--- src/hdl/msep_pkg.sv ---
`timescale 1ns / 1ps
// shared types, constants and register indexes of the smooth escape-time pixel block
package msep_pkg;

    localparam int COORD_W  = 12;
    localparam int STEP_W   = 10;
    localparam int CIDX_W   = 12;
    localparam int PAL_W    = 13;
    localparam int CFG_IDX_W = 3;
    localparam int LOGF     = 24;
    localparam int ESC_LIMIT = 10000;
    localparam int LOG_OFFSET = 10;
    localparam int SQRT_W   = 52;
    localparam int SQRT_PRE = 16;   // 256 * 256 scale before the root
    localparam int SQRT_POST = 12;  // half of the log fraction width
    localparam int PAL_MAX  = 4096;

    localparam int FRAC_BITS_DEF = 40;
    localparam int ITER_CAP_DEF  = 1023;

    localparam logic [CFG_IDX_W-1:0] CFG_CORNER_REAL = 3'd0;
    localparam logic [CFG_IDX_W-1:0] CFG_CORNER_IMAG = 3'd1;
    localparam logic [CFG_IDX_W-1:0] CFG_PIXEL_STEP  = 3'd2;
    localparam logic [CFG_IDX_W-1:0] CFG_MAX_ITER    = 3'd3;
    localparam logic [CFG_IDX_W-1:0] CFG_PALETTE     = 3'd4;

    // pixel with its point c, passed from front to back
    typedef struct packed {
        logic [COORD_W-1:0] col;
        logic [COORD_W-1:0] row;
        logic [63:0]        cr;
        logic [63:0]        ci;
    } t_pix;

    // finished result word
    typedef struct packed {
        logic [COORD_W-1:0] col;
        logic [COORD_W-1:0] row;
        logic               escaped;
        logic [STEP_W-1:0]  estep;
        logic [CIDX_W-1:0]  cidx;
    } t_res;

endpackage

--- src/hdl/msep_fifo.sv ---
`timescale 1ns / 1ps
// small first-word-fall-through queue
module msep_fifo
    import msep_pkg::*;
#(
    parameter int W     = 8,
    parameter int DEPTH = 2
) (
    input  logic         i_clk,
    input  logic         i_rst_n,
    input  logic         i_push,
    input  logic [W-1:0] i_data,
    output logic         o_full,
    input  logic         i_pop,
    output logic         o_empty,
    output logic [W-1:0] o_data
);
    localparam int AW = (DEPTH > 1) ? $clog2(DEPTH) : 1;
    localparam int CW = $clog2(DEPTH + 1);

    logic [W-1:0]  r_mem [DEPTH];
    logic [AW-1:0] r_wr;
    logic [AW-1:0] r_rd;
    logic [CW-1:0] r_cnt;
    logic          w_push;
    logic          w_pop;

    assign o_full  = (r_cnt == CW'(DEPTH));
    assign o_empty = (r_cnt == '0);
    assign o_data  = r_mem[r_rd];
    assign w_push  = i_push && !o_full;
    assign w_pop   = i_pop && !o_empty;

    always_ff @(posedge i_clk) begin
        if (!i_rst_n) begin
            r_wr  <= '0;
            r_rd  <= '0;
            r_cnt <= '0;
        end else begin
            if (w_push) begin
                r_mem[r_wr] <= i_data;
                r_wr <= (r_wr == AW'(DEPTH - 1)) ? '0 : r_wr + AW'(1);
            end
            if (w_pop) begin
                r_rd <= (r_rd == AW'(DEPTH - 1)) ? '0 : r_rd + AW'(1);
            end
            if (w_push && !w_pop) begin
                r_cnt <= r_cnt + CW'(1);
            end else if (w_pop && !w_push) begin
                r_cnt <= r_cnt - CW'(1);
            end
        end
    end

endmodule

--- config.mk ---
export PLATFORM = sky130hd
export DESIGN_NAME = msep_fifo
export DESIGN_NICKNAME = d
export VERILOG_FILES = /design/src/hdl/msep_pkg.sv /design/src/hdl/msep_fifo.sv
export SDC_FILE = /design/constraint.sdc
export NUM_CORES = 1
export LEC_CHECK = 0
export ABC_AREA = 1
export BUFFER_PORTS_ARGS = -buffer_cell sky130_fd_sc_hd__buf_2
export CORE_MARGIN = 2
export CORE_UTILIZATION = 53
export CTS_CLUSTER_DIAMETER = 80
export CTS_CLUSTER_SIZE = 40
export DETAILED_ROUTE_END_ITERATION = 6
export PLACE_DENSITY_LB_ADDON = 0.05
export SETUP_SLACK_MARGIN = 0.02
export SLEW_MARGIN = 20
export SYNTH_ARGS = -nofsm -noshare
export SYNTH_HDL_FRONTEND = slang
export SYNTH_SLANG_ARGS = --single-unit
--- constraint.sdc ---
create_clock -name i_clk -period 3.5 [get_ports i_clk]
set_clock_uncertainty 0.2 [all_clocks]
set_input_delay 0.175 -clock i_clk [delete_from_list [all_inputs] [get_ports i_clk]]
set_output_delay 0.175 -clock i_clk [all_outputs]
set_load 0.03 [all_outputs]
Yosys cells after proc, flatten, opt, wreduce, memory -nomap -nowiden
Memories as Yosys holds them, arrays and structs flattened. A register that Yosys moved wholly into a read port is not among the register bits.
Cells that the tools add are included.
{ "classes": {"n_addsub": 4, "eq_ne": 1, "n_mux": 9, "reduce_logical": 10} }
{ "ops": {"columns": ["cell", "count"], "rows": [
  ["$mux W1", 7],
  ["$logic_and A1 B1 Y1", 4],
  ["$logic_not A1 Y1", 4],
  ["$mux W2", 2],
  ["$add A1 B1 Y1 const B", 2],
  ["$add A2 B1 Y2 const B", 1],
  ["$eq A2 B2 Y1 const B", 1],
  ["$logic_not A2 Y1", 1],
  ["$reduce_bool A2 Y1", 1],
  ["$sub A2 B1 Y2 const B", 1]
]} }
{ "totals": {"reg_bits": 4, "ramBits": 16, "input_bits": 12, "output_inout_bits": 10, "wordCells": 28, "n_memories": 1} }
{ "mem_list": {"columns": ["memory", "depth", "width", "rd", "rd_clocked_by_memory_dff", "write_ports", "line_no", "text"], "rows": [
  ["r_mem", 2, 8, 1, 1, 1, "msep_fifo.sv:21", "logic [W-1:0] r_mem [DEPTH];"]
]} }

Longest topological paths before layout
{ "logic_depth": {"depth_word": 7, "mapped_depth": 10} }

Worst setup path before layout
OpenSTA, ideal clock, no wires.
{ "synth_timing": {"kind": "reg-to-reg", "startpoint": "register r_cnt[0]", "endpoint": "register r_cnt[1]", "setup_ns": 0.064, "arrival_ns": 1.484, "required_ns": 3.236, "slack_ns": 1.752, "path_stages_with_launch": 10, "path_cell_list": "dfxtp_1 nor2_1 nor2_2 inv_1 ha_1 inv_1 nand3_1 nand2_1 inv_1 nor2_1"} }
{ "synth_between": {"elab_chain_cells": 6, "word_cells_on_any_way": 15, "classes_between": "add/sub (2); eq/ne (1); mux (2); reduce/logical (10)"} }
{ "synth_rtl": {"columns": ["element", "line_no", "text"], "rows": [
  ["from (decl)", "msep_fifo.sv:24", "logic [CW-1:0] r_cnt;"],
  ["from (signal assigned)", "msep_fifo.sv:48", "r_cnt <= r_cnt + CW'(1);"],
  ["from (signal assigned)", "msep_fifo.sv:50", "r_cnt <= r_cnt - CW'(1);"],
  ["$logic_not A2 Y1 *", "msep_fifo.sv:29", "assign o_empty = (r_cnt == '0);"],
  ["named net o_empty", "msep_fifo.sv:15", "output logic o_empty,"],
  ["$logic_not A1 Y1 *", "msep_fifo.sv:32", "assign w_pop = i_pop && !o_empty;"],
  ["$logic_and A1 B1 Y1 *", "msep_fifo.sv:32", null],
  ["$logic_not A1 Y1", "msep_fifo.sv:47", "if (w_push && !w_pop) begin"],
  ["$logic_and A1 B1 Y1", "msep_fifo.sv:47", null],
  ["$mux W2 / $reduce_bool A2 Y1 (equally long branches)", null, null]
]} }
Mark *: on every way through the listed nets, which the timed path passes. The rest lies on a longest branch. The select of a mux whose other input is x is not followed.
A chain may end at the register's enable or synchronous reset.

==> results.cfg <==
[status]
status = complete, no violations

[yosys]
synth_warnings = 0
syn-cell-area_um2 = 839.6
async_flop_share_pct = 0
yosysUniqueCellTypes = 18
syn_area_per_cell_um2 = 12.92
yosysSeqAreaShare_pct = 69.15
synth.ff_latch_count = 21
synth_cells = 65
syn-num-nets = 78
synth_edf_count = 16
ys.flop_type = edfxtp_1

[floorplanning]
row_count = 14
coreArea_um2 = 1489
die_y_um = 43.80
boundaryPins = 22
die_area_um2 = 1918
start_util_pct = 56.39
die_x_um = 43.80

[global_route]
antenna_found_initial = 0
grt_max_degree = 13
overflow = 0
grt_use_total_pct = 15.31
grt_pass1_vias = 567
grt_pass1_wl_um = 2111

[final_layout]
stdcell_area_um2 = 1085
drive_gt1_share_pct = 40.40
fillCellCount = 114
multi_input_area_um2 = 216.5
antenna_cells = 0
seq_area_um2 = 580.6
syn2layout_area_growth_pct = 29.21
nNetsFinal = 113

[clock_tree]
cts_buffer_depth = 2
cts-root-buf = clkbuf_4
cts_buffers = 3
postCtsSetupRepairBufs = 0
clkTransAtPathRegs_ps = 120
insertion_delay_ps = 290
cts-htree-levels = 1
cts_sinks = 21
holdBufCountCts = 9
cts_resized = 0
tritoncts = built

[critical_path]
crit_arrival_ps = 1390
setup.worst_path.class = flip-flop to output port
cp_num_buf_inv = 1
critPathTopFamily = flip-flops
r2r_start = r_cnt[0]
r2r_setup_slack_ps = 1760
endpoint_kind = output port
slowest_stage = dfxtp_1
crit_fanout = 8
path_cells = mux2_2 -> buf_2
path_depth = 2
crit_path_max_incr_delay_ps = 540
reg2regPathDepth = 4
worst_ep_required_time_ps = 3120
regToRegEndpoint = r_mem[0][0]
cp-start-kind = flip-flop

[timing]
worstMarginPinSlew_ps = 613.7
slew_violations = 0
maxSlewHeadroom_pct = 58.94
hold_viol_final = 0
fin_crit_ps = 1765
setup_tns_ps = 0
fmax_ghz = 0.5667
finalCritPeriodShare_pct = 50.41
setup_violations = 0
rsz0062_at_grt = false
final.setup.worst_slack_ps = 1735

[run]
cap_violations = 0

[hold_path]
hp-class = input port to flip-flop
min-delay-start = i_push
whs_path_depth = 4
holdPathEnd = r_wr

[detailed_routing]
wl_per_cell_um = 11.13
wl_um = 1280
first_pass_iters = 4
vias = 558
drcViolationCount = 0
ant_nets = 0
viasPerCell = 4.852
drt-initial-drc-count = 8

[placement]
place.gp.congestion = 0.7817
dp_hpwl_um = 939.1
post-place-ws_ps = 1722
place_area_um2 = 967.2
port_buffers = 21

[power]
ir_worst_vdd_v = 0.0003627
cellPowerDensity_nw_per_um2 = 645.5
p_leak_nw = 0.4547
-- how the worst max path moves through the flow --
stage	startpoint	to	slack, ps
floorplan	r_cnt[0]	r_cnt[1]	1750
global placement	r_cnt[0]	r_mem[0][3]	1820
detailed placement	r_cnt[0]	r_mem[0][5]	1720
CTS	r_cnt[0]	r_mem[0][0]	1700
global route	flip-flop	o_data[0]	1630
finish	flip-flop	o_data[4]	1740
-- cell families after synthesis --
group,Yosys count,synth area share [%]
multiplexers,8,10.73
flip-flops,21,69.15
AND/OR/NAND/NOR,20,10.73
AO/OA/AOI/OAI,4,2.830
buffers and inverters,11,5.066
adder cells (fa/ha/maj),1,1.490
-- placed cells by master, fill, tap and decap left out --
cell type	instances
mux2_2	8
edfxtp_1	16
clkbuf_4	3
dlygate4sd3_1	9
inv_1	9
a21oi_2	1
nand2_2	1
nand4_1	1
o21ai_0	1
nand2_1	7
nor2_2	3
buf_2	21
nor2_1	6
ha_1	1
inv_2	1
a21oi_1	1
clkinv_2	1
dfxtp_1	5
o21ai_1	1
nand3_1	1
nor3_1	1
buf_4	1
-- per-stage QoR --
| step | instances | power (W) | utilization [%] | hold WS, ps |
|---|---|---|---|---|
| 3_3_place_gp | 102 | 0.0005804 | 64.96 | 171.0 |
| 3_5_place_dp | 102 | 0.0005896 | 64.96 | 166.8 |
| 4_1_cts | 115 | 0.0007068 | 72.86 | 3.273 |
| 5_1_grt | 115 | 0.0007401 | 72.86 | 35.57 |
| 2_1_floorplan | 65 | 0.0005263 | - | 73.87 |
| 6_report | 115 | 0.0007003 | 72.86 | 12.75 |
-- sequential cells by signal, summed over array words and instances (netlist names), named ones only --
signal  cells
r_mem      16
r_cnt       2
r_rd        1
r_wr        1
-- worst min-delay path: stages --
cell,delay [ps]
buf_2,80
o21ai_1,80
nand2_1,80
a21oi_2,50
-- layout make-up --
| class | instances | share of cell area [%] |
|---|---|---|
| flip-flops and latches | 21 | 53.52 |
| multi-input cells | 33 | 19.95 |
| repair buffers | 31 | 18.69 |
| inverters | 10 | 3.460 |
| clock buffers | 3 | 2.076 |
| well taps | 16 | 1.845 |
| clock inverters | 1 | 0.4614 |
-- routing by layer --
metal  track usage (%)  wire (um)  up-vias
met5                 0          0        -
li1                  -          -      291
met2             28.53        702       11
met1             16.53        524      256
met3             3.750         53        0
met4             5.455          0        0
-- where the power goes --
part,internal (W),switching [W]
clock,0.0000425,0.0000689
combinational,0.0000939,0.000163
sequential,0.000305,0.0000265
-- cells in the mapped netlist, types with 3 or more instances --
cell,number,area (um^2)
dfxtp_1,5,100.1
nor2_1,6,22.52
edfxtp_1,16,480.5
mux2_2,8,90.09
inv_1,9,33.78
nor2_2,3,18.77
nand2_1,7,26.28
Power figures use the tool's default switching activity.
