File: src/hdl/msep_pkg.sv
`timescale 1ns / 1ps
// shared types, constants and register indexes of the smooth escape-time pixel block
package msep_pkg;

    localparam int COORD_W  = 12;
    localparam int STEP_W   = 10;
    localparam int CIDX_W   = 12;
    localparam int PAL_W    = 13;
    localparam int CFG_IDX_W = 3;
    localparam int LOGF     = 24;
    localparam int ESC_LIMIT = 10000;
    localparam int LOG_OFFSET = 10;
    localparam int SQRT_W   = 52;
    localparam int SQRT_PRE = 16;   // 256 * 256 scale before the root
    localparam int SQRT_POST = 12;  // half of the log fraction width
    localparam int PAL_MAX  = 4096;

    localparam int FRAC_BITS_DEF = 40;
    localparam int ITER_CAP_DEF  = 1023;

    localparam logic [CFG_IDX_W-1:0] CFG_CORNER_REAL = 3'd0;
    localparam logic [CFG_IDX_W-1:0] CFG_CORNER_IMAG = 3'd1;
    localparam logic [CFG_IDX_W-1:0] CFG_PIXEL_STEP  = 3'd2;
    localparam logic [CFG_IDX_W-1:0] CFG_MAX_ITER    = 3'd3;
    localparam logic [CFG_IDX_W-1:0] CFG_PALETTE     = 3'd4;

    // pixel with its point c, passed from front to back
    typedef struct packed {
        logic [COORD_W-1:0] col;
        logic [COORD_W-1:0] row;
        logic [63:0]        cr;
        logic [63:0]        ci;
    } t_pix;

    // finished result word
    typedef struct packed {
        logic [COORD_W-1:0] col;
        logic [COORD_W-1:0] row;
        logic               escaped;
        logic [STEP_W-1:0]  estep;
        logic [CIDX_W-1:0]  cidx;
    } t_res;

endpackage

File: src/hdl/msep_front.sv
`timescale 1ns / 1ps
// front end: takes a pixel and forms its point c in the complex plane
module msep_front
    import msep_pkg::*;
(
    input  logic               i_clk,
    input  logic               i_rst_n,
    input  logic               i_push,
    output logic               o_full,
    input  logic [COORD_W-1:0] i_column,
    input  logic [COORD_W-1:0] i_row_index,
    input  logic [63:0]        i_corner_real,
    input  logic [63:0]        i_corner_imag,
    input  logic [62:0]        i_pixel_step,
    output logic               o_valid,
    output t_pix               o_pix,
    input  logic               i_qfull
);
    typedef enum logic [2:0] {
        F_IDLE,
        F_MRE,
        F_MIM,
        F_CIM,
        F_SEND
    } t_fstate;

    t_fstate            r_state;
    logic [COORD_W-1:0] r_col;
    logic [COORD_W-1:0] r_row;
    logic [74:0]        r_off;
    logic [63:0]        r_cr;
    logic [63:0]        r_ci;

    // ((2v + 1) * step) >> 1, split in two narrow products
    function automatic logic [74:0] half_off(input logic [COORD_W-1:0] v,
                                             input logic [62:0] step);
        logic [COORD_W:0] odd;
        logic [44:0]      lo;
        logic [43:0]      hi;
        logic [75:0]      prod;
        odd  = {v, 1'b1};
        lo   = odd * step[31:0];
        hi   = odd * step[62:32];
        prod = {hi, 32'd0} + 76'(lo);
        return prod[75:1];
    endfunction

    // corner plus or minus the offset, clipped to the signed 64-bit range
    function automatic logic [63:0] sat_off(input logic [63:0] corner,
                                            input logic [74:0] off,
                                            input logic sub);
        logic [63:0] b;
        logic [63:0] o;
        logic [64:0] t;
        logic [63:0] r;
        b = corner ^ {1'b1, 63'd0};
        o = (off[74:64] != '0) ? '1 : off[63:0];
        if (sub) begin
            t = {1'b0, b} - {1'b0, o};
            r = t[64] ? '0 : t[63:0];
        end else begin
            t = {1'b0, b} + {1'b0, o};
            r = t[64] ? '1 : t[63:0];
        end
        return r ^ {1'b1, 63'd0};
    endfunction

    assign o_full  = (r_state != F_IDLE);
    assign o_valid = (r_state == F_SEND);
    assign o_pix   = '{col: r_col, row: r_row, cr: r_cr, ci: r_ci};

    always_ff @(posedge i_clk) begin
        if (!i_rst_n) begin
            r_state <= F_IDLE;
        end else begin
            case (r_state)
                F_IDLE: begin
                    if (i_push) begin
                        r_col   <= i_column;
                        r_row   <= i_row_index;
                        r_state <= F_MRE;
                    end
                end
                F_MRE: begin
                    r_off   <= half_off(r_col, i_pixel_step);
                    r_state <= F_MIM;
                end
                F_MIM: begin
                    r_cr    <= sat_off(i_corner_real, r_off, 1'b0);
                    r_off   <= half_off(r_row, i_pixel_step);
                    r_state <= F_CIM;
                end
                F_CIM: begin
                    r_ci    <= sat_off(i_corner_imag, r_off, 1'b1);
                    r_state <= F_SEND;
                end
                F_SEND: begin
                    if (!i_qfull) begin
                        r_state <= F_IDLE;
                    end
                end
                default: r_state <= F_IDLE;
            endcase
        end
    end

endmodule

File: config.mk
export PLATFORM = sky130hd
export DESIGN_NAME = msep_front
export DESIGN_NICKNAME = d
export VERILOG_FILES = /design/src/hdl/msep_pkg.sv /design/src/hdl/msep_front.sv
export SDC_FILE = /design/constraint.sdc
export NUM_CORES = 2
export LEC_CHECK = 0
export BUFFER_PORTS_ARGS = -buffer_cell sky130_fd_sc_hd__buf_2
export CORE_ASPECT_RATIO = 1.4
export CORE_MARGIN = 3
export CORE_UTILIZATION = 55
export DETAILED_ROUTE_END_ITERATION = 16
export PLACE_DENSITY = 0.73
export SLEW_MARGIN = 0
export SYNTH_ARGS = -nofsm -noshare
export SYNTH_HDL_FRONTEND = slang
export SYNTH_SLANG_ARGS = --single-unit
File: constraint.sdc
create_clock -name i_clk -period 11.06 [get_ports i_clk]
set_input_delay 2.212 -clock i_clk [delete_from_list [all_inputs] [get_ports i_clk]]
set_output_delay 2.212 -clock i_clk [all_outputs]
set_load 0.005 [all_outputs]
* Word-level counts from Yosys, hierarchy flattened
Cells that the tools add are included.
Storage, ports and cells: register bits 230, output and inout bits 154, word-level logic and storage cells 44, input bits 219
Cells by class: multiply operators 4, reductions and logical operators 9, equal/unequal tests 6, multiplexer cells 11, bitwise logic cells 4, $add $sub $neg 4
Operators by type and width (count):
- two-way mux 64 bit | 7
- adder 76 x 45 -> 76 bit | 2
- case mux 75 bit (2 select lines) | 1
- multiplier 13 x 32 -> 45 bit | 2
- multiplier 13 x 31 -> 44 bit | 2
- adder 64 x 64 -> 65 bit | 1
- subtractor 64 x 64 -> 65 bit | 1
- case mux 3 bit (5 select lines) | 1
- nonzero test 11 bit | 1
- AND reduction 2 bit | 4
- == test 3 x 2 -> 1 bit (second input constant) | 2
- two-way mux 3 bit | 2
- != test 2 bit (second input constant) | 2
- inverter 1 bit | 4
- == test 3 x 1 -> 1 bit (second input constant) | 1
- == test 3 bit (second input constant) | 1
- logical NOT 3 bit | 1
- AND reduction 3 bit | 1
- nonzero test 3 bit | 1
- nonzero test 2 bit | 1

* Logic depth before layout (Yosys ltp)
word-level depth 7, depth in mapped cells 33, depth with buffers taken out 31

* Least setup slack after synthesis
No wires, ideal clock.
path type in2reg, start point in i_pixel_step[39], end point reg r_off[72], data pin, arrival 8.812 ns, path slack 1.989 ns, required time 10.800 ns, setup time 0.260 ns, stages on the path 31, path buffers 1, cells stage by stage clkbuf_1 > and2_1 > fa_1 > inv_1 > fa_1 > inv_1 > fa_1 > inv_1 > fa_1 > fa_1 > inv_1 > ha_1 > o211ai_1 > a21oi_2 > nor2b_1 > xor2_1 > fa_1 > inv_1 > ha_1 > and3_1 > and2_1 > a221oi_1 > o21ai_0 > a21o_1 > a21oi_1 > o31a_1 > nor2_1 > and3b_1 > nand2_1 > xnor2_1 > mux2_2
On the way: longest elaborated chain between the ends 3, elaborated cells between the ends (all ways) 5, classes of those cells add/sub (2); mul (2); mux (1)
RTL lines:
- start, declared | RTL line msep_front.sv:14 | input logic [62:0] i_pixel_step,
- multiplier 13 x 31 -> 44 bit | RTL line msep_front.sv:43 | hi = odd * step[62:32];
- adder 76 x 45 -> 76 bit | RTL line msep_front.sv:44 | prod = {hi, 32'd0} + 76'(lo);
- case mux 75 bit (2 select lines) (*) | RTL line msep_front.sv:76 | case (r_state)
- end signal, assigned | RTL line msep_front.sv:85 | r_off <= half_off(r_col, i_pixel_step);
- end signal, assigned | RTL line msep_front.sv:90 | r_off <= half_off(r_row, i_pixel_step);
- end, declared | RTL line msep_front.sv:30 | logic [74:0] r_off;
Mark *: on every way between the ends. The rest lies on a longest branch, timed or not. A chain may end at the register's enable or synchronous reset.

* Worst setup path after layout
start point in i_pixel_step[8], end point reg r_off[72], data pin
On the way: longest elaborated chain between the ends 3, elaborated cells between the ends (all ways) 5, classes of those cells add/sub (2); mul (2); mux (1)
RTL lines:
- multiplier 13 x 32 -> 45 bit | RTL line msep_front.sv:42 | lo = odd * step[31:0];
- adder 76 x 45 -> 76 bit | RTL line msep_front.sv:44
- case mux 75 bit (2 select lines) (*) | RTL line msep_front.sv:76
Marked as above.

==> results.md <==
- Vias in the first global route: 62.6k
- Main combinational cell family by area after synthesis: adder cells
- Syn-to-layout area delta: 5.55%
- CTS tree: yes
- Top cell type's share of synthesized area: 0.382
- Syn Area/Cell: 8.66 sq um
- Cts bufs inserted: 28
- Syn_nets: 10.2k
- Area of the core: 0.126 sq mm
- FILL cells: 11.3k
- Hold-fix buffer count after cts: 0
- Most numerous cell in the Yosys netlist: inv_1
- Commonest cells post-synth: inv_1 (1569), fa_1 (1330), nand2_1 (1280)
- Final setup violation count: 0
- Initial Util: 0.554
- Async S/R FF share, synth: 0
- RSZ-0062 raised after global routing: false
- 1st-iter DRT viols: 3526
- Final hold violation count: 0
- Clk slew on worst S/H paths: 90 ps
- Slew headroom: 0.260
- Final WL: 211 mm
- Multiplexer area fraction after synthesis: 0.00177
- Yosys top cell by area: fa_1
- Largest net degree at the start of global routing: 71
- Slew at the pin closest to its max-slew limit: 1110 ps
- Most frequent CP cell: fa_1
- RD Place Congestion: 0.993
- Slew Limit Fails: 0
- Min cycle time layout: 9700 ps
- Status: complete, no violations
- Number of flops mapped to enable cells by yosys: 227
- Sequential share of the synthesized area: 0.0985
- WS Path Type: primary input to register
- Distinct cells, synth: 94
- WL per Instance: 21.6 um
- Compound-gate portion of the synthesized area: 0.101
- Adder-cell share of the synthesized area: 0.481
- CP max-delay cell: o21ai_0
- Clock Path Buffers: 3
- Horiz. Die Dim: 307 um
- GRT Residual Overflow: 0
- H-tree levels: 1
- Via count: 56.9k
- Final Cycle Share: 0.877
- Mapped Cells: 8061
- DR DRC count: 0
- Mapped Area: 0.0698 sq mm
- Crit path max-delay family: adder cells
- Port buffer count: 372
- Post-DP HPWL: 168 mm
- Cts repair resizes: 0
- Post-synthesis xor/xnor area fraction: 0.0368
- Number of top-level pins: 373
- CP Capture Type: register
- Worst Setup Start Kind: primary input
- Simple-Gate Fraction of Synth Area: 0.174
- Routed Antenna Nets: 0
- Hold crit path type: register to register
- Slowest stage delay, CP: 770 ps
- CTS root buf: clkbuf_16
- Worst endpoint data arrival time: 10140 ps
- WP data required: 11500 ps
- Die area: 0.131 sq mm
- Total Routing Usage GR: 0.327
- Synth top area cells: fa_1 (38%), ha_1 (9.9%), edfxtp_1 (9.8%), inv_1 (8.4%), nand2_1 (6.9%)
- Max-cap viol count: 0
- Max Fclk: 103 MHz
- Clock tree sinks: 230
- Yosys reg bits: 230
- Skew final: 33.9 ps
- Antenna violations before repair: 19
- Postcts setup bufs: 0
- Drt pass-1 iters: 6
- CP max FO: 26
- WP buf/inv: 5
- Vias per cell: 5.82
- Setup TNS: 0 ps
- Top FF cell, synth: edfxtp_1
- First-pass GRT wire length: 333 mm
- Skew-Pair Late Insertion Delay: 680 ps
- Synth warn: 0
- Fin nets: 10.2k
- Die Ht: 427 um
- Layout cells sized above 1: 0.0743
- Row cnt: 154
[worst register-to-register path: cells and delay by family (launching register included)]
family / cells / cell delay [ps]
AND/OR/NAND/NOR: 7 / 1310
XOR/XNOR: 2 / 320
flip-flops: 1 / 820
buffers and inverters: 5 / 1050
adder cells (fa/ha/maj): 8 / 3420
multiplexers: 1 / 260
AO/OA/AOI/OAI: 7 / 1540
[path summary, 6_finish.rpt]
check                       start         end  slack, ps  cells after the start
hold reg to reg        r_state[1]  r_state[0]        580                      2
setup reg to reg         r_col[0]   r_off[72]       2120                     30
hold / removal         r_state[1]  r_state[0]        580                      2
setup / recovery  i_pixel_step[8]   r_off[72]       1360                     25
[through the flow]
stage | hold slack [ps] | utilization | instances | worst slack [ps] | cell area [sq um]
finish | 581 | 0.585 | 9785 | 1360 | 73700
global route | 608 | 0.584 | 9779 | 901 | 73700
CTS | 577 | 0.584 | 9771 | 1400 | 73600
detailed placement | 566 | 0.577 | 9719 | 711 | 72700
global placement | 552 | 0.577 | 9719 | 727 | 72700
floorplan | 510 | - | 8061 | 1990 | 69800
[sequential cells by signal, summed over array words and instances (netlist names)]
signal / flops
r_cr: 64
r_off: 75
r_col: 12
r_ci: 64
r_row: 12
r_state: 3
[placed cells by master (no fill, tap or decap), drive strengths merged, types with 12 or more instances in the layout]
master	synthesis	final
clkbuf	403	28
nand3	74	74
a21boi	12	12
o21ai	216	216
o211ai	23	23
nor2b	33	33
xor2	113	113
nand4	66	66
o21a	43	43
nor3	62	62
a211oi	36	36
nor4	23	23
a21oi	355	355
xnor2	179	179
inv	1569	1573
and3	41	41
fa	1330	1330
o31ai	18	18
or2	81	81
edfxtp	227	227
and2	569	569
diode	0	14
nand2	1280	1280
nand2b	44	44
clkinv	0	15
ha	554	554
a31oi	40	40
o21bai	61	61
a21o	173	173
nor2	236	236
buf	13	436
or3	15	15
[layout make-up]
class	instances	area (sq um)	area share
diodes	14	35.0	0.000476
clock buffers	28	701	0.00951
clock inverters	24	251	0.00341
inverters	1569	5890	0.0799
multi-input cells	5846	55500	0.754
flip-flops and latches	230	6880	0.0933
well taps	1638	2050	0.0278
repair buffers	436	2350	0.0320
[logic make-up (layout without fill, tap and decap cells)]
group	count (synthesis)	after routing
buffers and inverters	1985	2057
AND/OR/NAND/NOR	2561	2561
AO/OA/AOI/OAI	1097	1097
XOR/XNOR	292	292
multiplexers	12	12
other	0	14
adder cells (fa/ha/maj)	1884	1884
flip-flops	230	230
[layer usage]
layer | vias to the layer above | share of wire | track usage
met3 | 909 | 0.062 | 0.0403
li1 | 25104 | - | -
met1 | 28346 | 0.33 | 0.338
met2 | 2573 | 0.52 | 0.612
met4 | 10 | 0.083 | 0.226
met5 | - | 0.00030 | 0
Power is left out: the tool's default activity adds up to more than one toggle a clock period on the data nets, which glitch-free logic cannot reach.
